### src/hw/rtl/pav_pkg.sv
// Shared types and constants of the path allowlist validator
`default_nettype none

package pav_pkg;

	// input item: one path byte and the end-of-path flag
	typedef struct packed {
		logic [7:0] ch;
		logic       last;
	} pav_in_t;

	// result item: verdict and the root that matched
	typedef struct packed {
		logic [1:0] verdict;
		logic [1:0] matched_root;
	} pav_out_t;

	// verdict codes
	localparam logic [1:0] VERDICT_WRITABLE  = 2'd0;
	localparam logic [1:0] VERDICT_MALFORMED = 2'd1;
	localparam logic [1:0] VERDICT_OUTSIDE   = 2'd2;

	// root codes
	localparam logic [1:0] ROOT_COMPANION = 2'd0;
	localparam logic [1:0] ROOT_SLEEP     = 2'd1;
	localparam logic [1:0] ROOT_BRAIN     = 2'd2;
	localparam logic [1:0] ROOT_NONE      = 2'd3;

	localparam int ROOT_COUNT = 3;
	localparam int ROOT_CHARS = 12;

	// root prefixes, lower case, zero padded
	localparam logic [0:ROOT_COUNT-1][0:ROOT_CHARS-1][7:0] ROOT_TEXT = {
		"/.companion/",
		"/.sleep/", 32'h0,
		"/brain/", 40'h0
	};
	localparam logic [0:ROOT_COUNT-1][3:0] ROOT_LEN = {4'd12, 4'd8, 4'd7};

	// characters of interest
	localparam logic [7:0] CH_SLASH  = 8'h2F;
	localparam logic [7:0] CH_DOT    = 8'h2E;
	localparam logic [7:0] CH_BSLASH = 8'h5C;
	localparam logic [7:0] CH_NUL    = 8'h00;
	localparam logic [7:0] CH_UPPER_A = 8'h41;
	localparam logic [7:0] CH_UPPER_Z = 8'h5A;

	// counters and register defaults
	localparam int         CNT_W       = 11;
	localparam logic [CNT_W-1:0] CNT_MAX = 11'd2047;
	localparam int         MAXLEN_W    = 10;
	localparam logic [MAXLEN_W-1:0] MAXLEN_RESET = 10'd255;
	localparam logic [1:0] SEG_SAT     = 2'd3;

endpackage

`default_nettype wire

### src/hw/rtl/path_allowlist_validator_unit.sv
// Top level of the path allowlist validator
`default_nettype none

// Path allowlist validator. A path streams in one byte per item, the last
// byte flagged by last; on that byte one result item comes out with the
// verdict (writable, malformed, outside the roots) and the matched root.
// Other bytes give no result. One item is taken every cycle while in_stall
// is low. An item passes an input register and then the check logic into
// the result register. in_stall rises only while both the input register
// and the result register are full and out_stall is high. cfg_wdata sets
// the longest accepted path; write it only while no path is in flight.
module path_allowlist_validator_unit
	import pav_pkg::*;
(
	input  wire logic                clk,
	input  wire logic                arst_n,
	input  wire logic                in_valid,
	output      logic                in_stall,
	input  wire pav_in_t             in_data,
	output      logic                out_valid,
	input  wire logic                out_stall,
	output      pav_out_t            out_data,
	input  wire logic                cfg_we,
	input  wire logic [MAXLEN_W-1:0] cfg_wdata
);

	logic                valid_s1;
	pav_in_t             in_s1;
	logic                res_valid_q;
	pav_out_t            res_q;
	logic [MAXLEN_W-1:0] max_len_q;

	logic [CNT_W-1:0]    count_q;
	logic [1:0]          seg_len_q;
	logic                seg_dots_q;
	logic                bad_q;
	logic [ROOT_COUNT-1:0] root_ok_q;

	logic                advance;
	logic                in_take;

	logic [7:0]          lower;
	logic [CNT_W-1:0]    count_nx;
	logic [1:0]          seg_len_nx;
	logic                seg_dots_nx;
	logic                bad_nx;
	logic [ROOT_COUNT-1:0] root_ok_nx;
	logic                bad_final;
	logic [1:0]          root_sel;
	pav_out_t            res_nx;

	// handshake
	assign advance   = valid_s1 && (!res_valid_q || !out_stall);
	assign in_stall  = valid_s1 && res_valid_q && out_stall;
	assign in_take   = in_valid && !in_stall;
	assign out_valid = res_valid_q;
	assign out_data  = res_q;

	// limit register
	always_ff @(posedge clk or negedge arst_n) begin
		if (!arst_n) begin
			max_len_q <= MAXLEN_RESET;
		end else if (cfg_we) begin
			max_len_q <= cfg_wdata;
		end
	end

	// input register
	always_ff @(posedge clk or negedge arst_n) begin
		if (!arst_n) begin
			valid_s1 <= 1'b0;
		end else if (in_take) begin
			valid_s1 <= 1'b1;
		end else if (advance) begin
			valid_s1 <= 1'b0;
		end
	end

	always_ff @(posedge clk) begin
		if (in_take) begin
			in_s1 <= in_data;
		end
	end

	// per-byte checks and state update
	always_comb begin
		lower = in_s1.ch;
		if (in_s1.ch >= CH_UPPER_A && in_s1.ch <= CH_UPPER_Z) begin
			lower = in_s1.ch + 8'd32;
		end

		bad_nx = bad_q || in_s1.ch == CH_NUL || in_s1.ch == CH_BSLASH;

		// root prefix tracking
		root_ok_nx = root_ok_q;
		for (int r = 0; r < ROOT_COUNT; r++) begin
			if (count_q < {{(CNT_W-4){1'b0}}, ROOT_LEN[r]} &&
			    lower != ROOT_TEXT[r][count_q[3:0]]) begin
				root_ok_nx[r] = 1'b0;
			end
		end

		// segment tracking
		seg_len_nx  = seg_len_q;
		seg_dots_nx = seg_dots_q;
		if (count_q == '0) begin
			if (in_s1.ch != CH_SLASH) begin
				bad_nx = 1'b1;
			end
		end else if (in_s1.ch == CH_SLASH) begin
			if (seg_len_q == 2'd0 || (seg_len_q <= 2'd2 && seg_dots_q)) begin
				bad_nx = 1'b1;
			end
			seg_len_nx  = 2'd0;
			seg_dots_nx = 1'b1;
		end else begin
			if (seg_len_q != SEG_SAT) begin
				seg_len_nx = seg_len_q + 2'd1;
			end
			if (in_s1.ch != CH_DOT) begin
				seg_dots_nx = 1'b0;
			end
		end

		count_nx = (count_q == CNT_MAX) ? count_q : count_q + 11'd1;

		// final checks on the closing byte
		bad_final = bad_nx || seg_len_nx == 2'd0 ||
			(seg_len_nx <= 2'd2 && seg_dots_nx) ||
			count_nx < 11'd2 || count_nx > {1'b0, max_len_q} ||
			in_s1.ch == CH_SLASH;

		// first matching root with a leaf after it
		priority if (root_ok_nx[0] && count_nx > {{(CNT_W-4){1'b0}}, ROOT_LEN[0]}) begin
			root_sel = ROOT_COMPANION;
		end else if (root_ok_nx[1] && count_nx > {{(CNT_W-4){1'b0}}, ROOT_LEN[1]}) begin
			root_sel = ROOT_SLEEP;
		end else if (root_ok_nx[2] && count_nx > {{(CNT_W-4){1'b0}}, ROOT_LEN[2]}) begin
			root_sel = ROOT_BRAIN;
		end else begin
			root_sel = ROOT_NONE;
		end

		if (bad_final) begin
			res_nx.verdict      = VERDICT_MALFORMED;
			res_nx.matched_root = ROOT_NONE;
		end else if (root_sel == ROOT_NONE) begin
			res_nx.verdict      = VERDICT_OUTSIDE;
			res_nx.matched_root = ROOT_NONE;
		end else begin
			res_nx.verdict      = VERDICT_WRITABLE;
			res_nx.matched_root = root_sel;
		end
	end

	// path state
	always_ff @(posedge clk or negedge arst_n) begin
		if (!arst_n) begin
			count_q    <= '0;
			seg_len_q  <= 2'd0;
			seg_dots_q <= 1'b1;
			bad_q      <= 1'b0;
			root_ok_q  <= '1;
		end else if (advance) begin
			if (in_s1.last) begin
				count_q    <= '0;
				seg_len_q  <= 2'd0;
				seg_dots_q <= 1'b1;
				bad_q      <= 1'b0;
				root_ok_q  <= '1;
			end else begin
				count_q    <= count_nx;
				seg_len_q  <= seg_len_nx;
				seg_dots_q <= seg_dots_nx;
				bad_q      <= bad_nx;
				root_ok_q  <= root_ok_nx;
			end
		end
	end

	// result register
	always_ff @(posedge clk or negedge arst_n) begin
		if (!arst_n) begin
			res_valid_q <= 1'b0;
		end else if (advance && in_s1.last) begin
			res_valid_q <= 1'b1;
		end else if (!out_stall) begin
			res_valid_q <= 1'b0;
		end
	end

	always_ff @(posedge clk) begin
		if (advance && in_s1.last) begin
			res_q <= res_nx;
		end
	end

endmodule

`default_nettype wire

### config.mk
export PLATFORM = sky130hd
export DESIGN_NAME = path_allowlist_validator_unit
export DESIGN_NICKNAME = d
export VERILOG_FILES = /design/src/hw/rtl/pav_pkg.sv /design/src/hw/rtl/path_allowlist_validator_unit.sv
export SDC_FILE = /design/constraint.sdc
export NUM_CORES = 1
export LEC_CHECK = 0
export BUFFER_PORTS_ARGS = -buffer_cell sky130_fd_sc_hd__clkbuf_2
export CAP_MARGIN = 20
export CELL_PAD_IN_SITES_DETAIL_PLACEMENT = 1
export CELL_PAD_IN_SITES_GLOBAL_PLACEMENT = 1
export CORE_UTILIZATION = 50
export CTS_CLUSTER_DIAMETER = 60
export DETAILED_ROUTE_END_ITERATION = 8
export HOLD_SLACK_MARGIN = 0.02
export PLACE_DENSITY_LB_ADDON = 0.1
export SLEW_MARGIN = 20
export SYNTH_ARGS = -nofsm -noshare
export SYNTH_HDL_FRONTEND = slang
export SYNTH_SLANG_ARGS = --single-unit
### constraint.sdc
create_clock -name clk -period 4.7 [get_ports clk]
set_input_delay 0.47 -clock clk [delete_from_list [all_inputs] [get_ports clk]]
set_output_delay 0.47 -clock clk [all_outputs]
set_load 0.03 [all_outputs]
==> impl_summary.md, run 1 <==
Status
The flow ran to the end, and the final reports show no timing, DRC or antenna violations.

Detailed routing
The count of antenna-violating nets left after detailed routing is 0. Summed over all layers, the routed wires come to 8581 um. The via count is 2709. The detail-routed net length per standard cell is 19.46 um.

The violation count after the first detailed-routing iteration is 110. The number of detailed-route iterations in the first pass is 4. After detailed routing, the number of remaining DRC violations is 0. Dividing the detail-routed via count by the number of cells gives 6.143.

Final layout
The multi-input combinational cells in the finished layout cover a total of 1813 um^2. The synthesis-to-finish area growth is 7.182%. The utilization after layout is 56.40%. Once layout is complete, the cells apart from fillers number 441. The library cells used most frequently in the layout, excluding fill and tap cells, are sky130_fd_sc_hd__nand2_1 (39), sky130_fd_sc_hd__clkbuf_2 (29), sky130_fd_sc_hd__o21ai_0 (26). The post-layout net count is 409. The number of diodes is 0.

The layout has 717 filler cells. In the final layout, flip-flops and latches occupy 1156 um^2. The share of cells above drive strength 1 is 17.49%. The library cell used most frequently in the layout, excluding fill and tap cells, is sky130_fd_sc_hd__nand2_1.

Job
Across the run, the number of max-cap violations was 0.

Logic synthesis
The xor and xnor fraction of the mapped netlist area is 6.077%. The number of enable flip-flop cells after synthesis is 13. The simple logic cell fraction of the synthesized area is 20.48%. The synthesized netlist devotes 7.893% of its cell area to adder and majority cells. For this run, the number of Yosys warnings is 0. The part of the Yosys area used for sequential elements is 36.46%. After technology mapping, the gate count stands at 347.

Counting every net in the synthesized netlist gives 391. Averaged over all synthesized cells, the footprint is 9.137 um^2. In the synthesized netlist the async set-or-reset flop fraction comes to 69.77%. The mapped netlist covers 3171 um^2. The synthesized netlist devotes 21.43% of its cell area to compound gates. The largest family of logic cells by synthesized area is compound AO/OA/AOI/OAI gates. The number of distinct library cells after synthesis is 66. The synthesis-stage register bit count is 43. The portion of synthesized area spent on multiplexers is 1.302%. The most common flop cell mapped by yosys is sky130_fd_sc_hd__dfrtp_1.

Clocking
The quantity of hold-fixing buffers added after cts is 0. The clock tree from TritonCTS is yes. The longest clock path from root to sink contains 2 buffers.

The count of buffers added by post-CTS timing repair for setup is 0. The clock input transition at the sequential cells of the worst setup and hold paths is 0.09 ns. The tree is rooted in a sky130_fd_sc_hd__clkbuf_8. Counting every sink on the clock net gives 43.

The number of CTS-inserted buffers is 5. For the worst-skew pair, the clock arrives at the later sink with an insertion delay of 0.30 ns. The H-tree was split into 2 levels. Gates resized during post-CTS repair numbered 0.

Timing
The count of endpoints failing hold in the final timing report is 0. The worst path needs 4.055 ns of the cycle, external delays included. The achievable frequency is 0.2466 GHz. Setup repair after global routing left no endpoint under its margin. Headroom to the max-slew limit came out at 42.68%.

Dividing the final minimum period by the clock period gives 86.28%. The final total negative setup slack is 0 ns. The count of final max-slew check failures was 0. The transition at the pin with the smallest max-transition slack is 0.8598 ns. Setup violations remaining at the end of the flow were counted as 0.

Between clock sinks in the finished design, the worst skew comes to 0.009087 ns.

Power
IR analysis of the VDD net gives a maximum drop of 0.0002180 V. The total internal power is 0.7462 mW. Net switching is 37.09% of the power. For this design the static power due to leakage is 1.452 nW. In this run, flip-flops and latches consume 42.6% of the power. The clock share of power is 23.5%. The share of total power dissipated in combinational logic is 33.9%. The net switching power figure is 0.4399 mW.

Dividing total power by cell area gives a power density of 349.0 nW/um^2.

Critical path
STA classifies the critical path endpoint as a register. STA puts the critical path data arrival time at 4.09 ns. By instance count, the cell type seen most on the critical path is sky130_fd_sc_hd__ha_1. Along the worst path, the maximum fanout reaches 12. The critical path goes through ha_1 -> and4_1 -> nand3_1 -> a21oi_1 -> inv_1 -> ha_1 -> nand4_1 -> nor2_1 -> a31oi_1 -> nor4bb_1 -> nand4b_1 -> a41oi_2 -> o21ai_1. The largest individual stage delay along the critical path comes from the cell sky130_fd_sc_hd__dfrtp_1. The critical path class is reg2reg. At the worst endpoint, the required time is 4.74 ns. The total buffers and inverters traversed by the critical path is 1. STA classifies the critical path startpoint as a register. The delay of the slowest cell on the worst path is 0.59 ns. Grouping stages by cell kind, the critical path spends the most delay in simple AND/OR/NAND/NOR gates.

Worst hold path
The min-delay analysis places its worst path in the category in2async.

Global route
The largest net degree at the start of global routing is 31. Global routing used 27.92% of the available tracks across all layers. The initial antenna violation count is 0.

The first-pass GRT wire length is 13930 um. The number of global-route vias before repair is 2745. The remaining global-route overflow is 0.

Placement
Input and output buffers added on the ports amount to 29. The instance count after placement with tap cells included is 433. Routability-driven placement finished with a final weighted congestion of 0.8868. After legalization and detailed placement, the total HPWL measured 6456 um.

Floorplan
The area of the core is 6026 um^2. The I/O pin count is 30. The initial utilization of the core area, before any placement, comes to 52.62%. The die covers 6663 um^2. From left edge to right edge, the die measures 81.63 um. The die span in y is 81.63 um.

The placement row count is 28.
worst paths after layout:
kind | start | endpoint | slack [ns] | cells past startpoint
setup / recovery | count_q[0] | out_data[0] | 0.64 | 13
min in group clk | in_data[4] | in_s1[4] | 0.34 | 1
hold reg to reg | bad_q | bad_q | 0.52 | 1
hold / removal | arst_n | count_q[1] | 0.25 | 1
max in group asynchronous | arst_n | count_q[0] | 3.95 | 1
setup reg to reg | count_q[0] | out_data[0] | 0.64 | 13
area by class of cell:
| type | count | area share [%] |
|---|---|---|
| Timing Repair Buffer | 30 | 4.492 |
| Tap cell | 75 | 2.761 |
| Clock buffer | 7 | 2.872 |
| Sequential cell | 43 | 34.02 |
| Clock inverter | 1 | 0.1841 |
| Multi-Input combinational cell | 264 | 53.35 |
| Inverter | 21 | 2.320 |
registers in the layout, indices dropped and copies added (netlist names):
register	count
bad_q	1
count_q	11
in_s1	9
max_len_q	10
out_data	4
out_valid	1
root_ok_q	3
seg_dots_q	1
seg_len_q	2
valid_s1	1
power groups by stage:
stage | Sequential [mW] | Combinational (mW) | Clock [mW]
6_report | 0.505 | 0.402 | 0.279
5_1_grt | 0.514 | 0.450 | 0.294
4_1_cts | 0.504 | 0.400 | 0.284
3_5_place_dp | 0.512 | 0.396 | 0
3_3_place_gp | 0.505 | 0.373 | 0
2_1_floorplan | 0.486 | 0.310 | 0
kinds of logic after synthesis:
family / Yosys count
muxes: 4
AOI/OAI and AO/OA: 98
DFF: 43
and+or+nand+nor: 120
xor gates and xnor gates: 22
buffers and inverters: 40
adders and majority gates: 20
Yosys cell counts (all sizes together), types with 2 or more instances:
| cell | instances | area [um^2] |
|---|---|---|
| a21oi | 25 | 128.9 |
| nor4 | 7 | 58.81 |
| a22o | 9 | 78.83 |
| buf | 14 | 93.83 |
| nand2 | 39 | 146.4 |
| xnor2 | 16 | 140.1 |
| a31oi | 4 | 25.02 |
| dfstp | 12 | 315.3 |
| nor3 | 5 | 25.02 |
| or2 | 4 | 25.02 |
| o21ai | 27 | 135.1 |
| nor2 | 16 | 60.06 |
| nand4 | 5 | 31.28 |
| a211oi | 6 | 45.04 |
| o32ai | 2 | 36.29 |
| nand3b | 5 | 37.54 |
| and4 | 2 | 17.52 |
| nand3 | 13 | 70.07 |
| ha | 20 | 250.2 |
| inv | 21 | 78.83 |
| nor4b | 2 | 23.77 |
| clkbuf | 5 | 28.77 |
| or3 | 2 | 17.52 |
| xor2 | 6 | 52.55 |
| dfrtp | 18 | 450.4 |
| edfxtp | 13 | 390.4 |
| o21a | 4 | 30.03 |
| nor2b | 4 | 25.02 |
| mux2i | 3 | 30.03 |
| nor3b | 2 | 15.01 |
| nand2b | 5 | 31.28 |
| a211o | 2 | 17.52 |
| and2 | 5 | 31.28 |
| o31ai | 4 | 30.03 |
per-layer routing:
metal / wire, um / global-route usage, % / part of all wire (%)
met1: 4122 / 37.77 / 48
met3: 262 / 4.889 / 3.1
met2: 4133 / 46.92 / 48
met4: 63 / 5.088 / 0.73
met5: 0 / 0 / 0
through the flow:
stage	cell area, um^2	hold WS (ns)	power [mW]	setup slack, ns
6_report	3398	0.2461	1.186	0.6446
5_1_grt	3398	0.3081	1.258	0.3760
4_1_cts	3398	0.2713	1.188	0.7046
3_5_place_dp	3294	0.4988	0.9072	0.7316
3_3_place_gp	3294	0.4980	0.8777	1.051
2_1_floorplan	3171	0.1744	0.7952	1.561
(Power assumes the default switching activity.)
==> run 2, diff against run 1 <==
- REMOVE_ABC_BUFFERS: default -> 1
==> impl_summary.md, run 2 (same netlist as run 1, synthesis figures left out) <==
Power
The combinational power share is 34.5% (+0.6 points). The worst IR drop on VDD is 0.0002241 V (+2.8%). The total design power is 1.143 mW (-3.7%).

The total internal power is 0.7115 mW (-4.6%). The leakage power of the design came to 1.439 nW (-0.95%). The sequential power share is 44.0% (+1.4 points). The clock share of power is 21.5% (-2.0 points). The net switching power figure was 0.4312 mW (-2.0%). The power density normalized to cell area is 337.8 nW/um^2 (-3.2%).

The switching part of the total is 37.73% (+0.64 points).

Timing
The worst path setup slack after routing is 0.7241 ns (+0.07942 ns). The worst hold margin is 0.2355 ns (-0.01065 ns). The achievable frequency was 0.2515 GHz (+2.0%).

The clock skew after layout came to 0.006687 ns (-0.002399 ns). The count of endpoints failing hold in the final timing report is 0 (unchanged). The count of final max-slew check failures is 0 (unchanged).

The worst slew margin relative to its limit came to 43.16% (+0.48 points). The post-layout minimum cycle time is 3.976 ns (-0.07942 ns). The count of final setup violators came to 0 (unchanged). Setup repair after global routing left no endpoint under its margin. The transition at the pin with the smallest max-transition slack is 0.8495 ns (-0.01029 ns).

The final total negative setup slack is 0 ns (unchanged). The final clock period utilization by the worst path is 84.59% (-1.7 points).

Status
The run finished with clean final reports.

Clocking
The worst-skew pair later-pin latency is 0.30 ns (about the same). The count of buffers added by post-CTS timing repair for setup is 0 (unchanged). The clock input transition at the sequential cells of the worst setup and hold paths came to 0.09 ns (about the same). The maximum count of clock buffers along a single path is 2 (unchanged).

TritonCTS built the clock tree. The H-tree depth came to 2 (unchanged). The quantity of hold-fixing buffers added after cts is 0 (unchanged). The number of gates resized after CTS is 0 (unchanged). The number of CTS-inserted buffers is 5 (unchanged).

The total number of clock tree sinks is 43 (unchanged). The root buffer cell chosen for the clock tree is sky130_fd_sc_hd__clkbuf_8.

Placement
The instance count after placement with tap cells included is 433 (unchanged). The worst setup slack before clock tree synthesis was 0.7952 ns (+0.06353 ns). The HPWL after detailed placement is 6245 um (-3.3%). The final weighted congestion in routability-driven placement is 0.9025 (+1.8%).

The total of buffers placed on input and output ports is 29 (unchanged).

Worst hold path
The class of the tightest hold or removal check is in2async.

Critical path
The top fanout value on the critical path is 12 (unchanged). The data required time at the worst endpoint was 4.75 ns (about the same). The critical path startpoint category is a register. The critical path class is reg2reg. The data arrival time of the critical path came to 4.02 ns (-0.07 ns). The worst setup path is captured at a register.

Floorplan
The area of the core is 6026 um^2 (unchanged). The die footprint is 6663 um^2 (unchanged). The die span in y is 81.63 um (unchanged). The horizontal die dimension is 81.63 um (unchanged). The starting density of the core was 52.62% (unchanged). The I/O pin count was 30 (unchanged). The placement row count came to 28 (unchanged).

Final layout
The register bank with the most flops is count_q. The post-layout net count is 409 (unchanged). The share of cells above drive strength 1 is 17.76% (+0.27 points). The number of diodes came to 0 (unchanged).

The flip-flop count of the largest register, all copies and words added is 11 (unchanged). The synthesis-to-finish area growth is 6.709%. In the layout the commonest cells are sky130_fd_sc_hd__nand2_1 (39), sky130_fd_sc_hd__clkbuf_2 (29), sky130_fd_sc_hd__o21ai_0 (26). In the final layout, the registers with the most flip-flops are count_q (11), max_len_q (10), in_s1 (9). The leading cell type in the layout, fill and taps excluded is sky130_fd_sc_hd__nand2_1. The final cell count without fillers is 441 (unchanged).

Detailed routing
The count of antenna-violating nets left after detailed routing is 0 (unchanged). The per-cell via count in the routed design came to 6.197 (+0.89%). The number of detailed-route iterations in the first pass came to 4 (unchanged). The detail-routed net length per standard cell was 18.76 um (-3.6%). The violation count after the first detailed-routing iteration came to 187 (+70%). The final wirelength is 8275 um (-3.6%). The via count is 2733 (+0.89%). The DRC violations left is 0 (unchanged).

Global route
The largest net degree at the start of global routing is 31 (unchanged). The remaining global-route overflow was 0 (unchanged). The number of global-route vias before repair is 2716 (-1.1%). The initial antenna violation count was 0 (unchanged). The first-pass GRT wire length is 13600 um (-2.4%). The global-route total usage across every layer is 27.32% (-0.60 points).

Job
The count of max-cap constraint violations is 0 (unchanged).
==> run 2: cell count changes in the layout (fill, tap and decap cells not counted) <==
cell,delta
sky130_fd_sc_hd__clkinvlp_4,+2
sky130_fd_sc_hd__clkbuf_16,-1
sky130_fd_sc_hd__clkbuf_1,-1
sky130_fd_sc_hd__clkinv_2,+1
sky130_fd_sc_hd__inv_4,-1
==> run 2: final cells by class <==
cell class	instances	area (um^2)
tap	75	93.84
timing repair buffer	30	152.6
fill	719	2643
inverter	21	78.83
multi-input combinational	264	1813
sequential	43	1156
clock inverter	3	20.02
clock buffer	5	68.82
==> run 2: path summary, 6_finish.rpt <==
path	start	endpoint	slack, ns	cells after the start
max reg2reg	count_q[0]	out_data[0]	0.72	13
min	arst_n	count_q[4]	0.24	1
min in group clk	in_data[7]	in_s1[7]	0.34	1
min reg2reg	seg_dots_q	seg_dots_q	0.52	2
max	count_q[0]	out_data[0]	0.72	13
max in group asynchronous	arst_n	seg_len_q[1]	3.96	1
==> run 2: layer usage <==
metal  part of all wire [%]  GRT usage, %
met1                     46         37.16
met2                     48         45.08
met3                    4.6         4.444
met4                    1.4         6.842
met5                      0             0
==> run 2: worst max-delay path, stage by stage, from the launching register on <==
cell and delay, ns:
sky130_fd_sc_hd__dfrtp_1 0.59, sky130_fd_sc_hd__ha_1 0.45, sky130_fd_sc_hd__and4_1 0.36, sky130_fd_sc_hd__nand3_1 0.35, sky130_fd_sc_hd__a21oi_1 0.36, sky130_fd_sc_hd__inv_1 0.10, sky130_fd_sc_hd__ha_1 0.31, sky130_fd_sc_hd__nand4_1 0.10
sky130_fd_sc_hd__nor2_1 0.14, sky130_fd_sc_hd__a31oi_1 0.10, sky130_fd_sc_hd__nor4bb_1 0.30, sky130_fd_sc_hd__nand4b_1 0.15, sky130_fd_sc_hd__a41oi_2 0.31, sky130_fd_sc_hd__o21ai_1 0.12
==> run 2: power groups by stage <==
stage	clock network (mW)	logic, mW	registers (mW)
CTS	0.252	0.395	0.502
global placement	0	0.374	0.504
global route	0.263	0.446	0.510
floorplan	0	0.283	0.499
detailed placement	0	0.389	0.509
finish	0.246	0.394	0.503
==> run 2: through the flow <==
step	utilization [%]	cell area [um^2]
finish	56.15	3383
CTS	56.15	3383
detailed placement	54.67	3294
global placement	54.67	3294
floorplan	-	3048
global route	56.15	3383
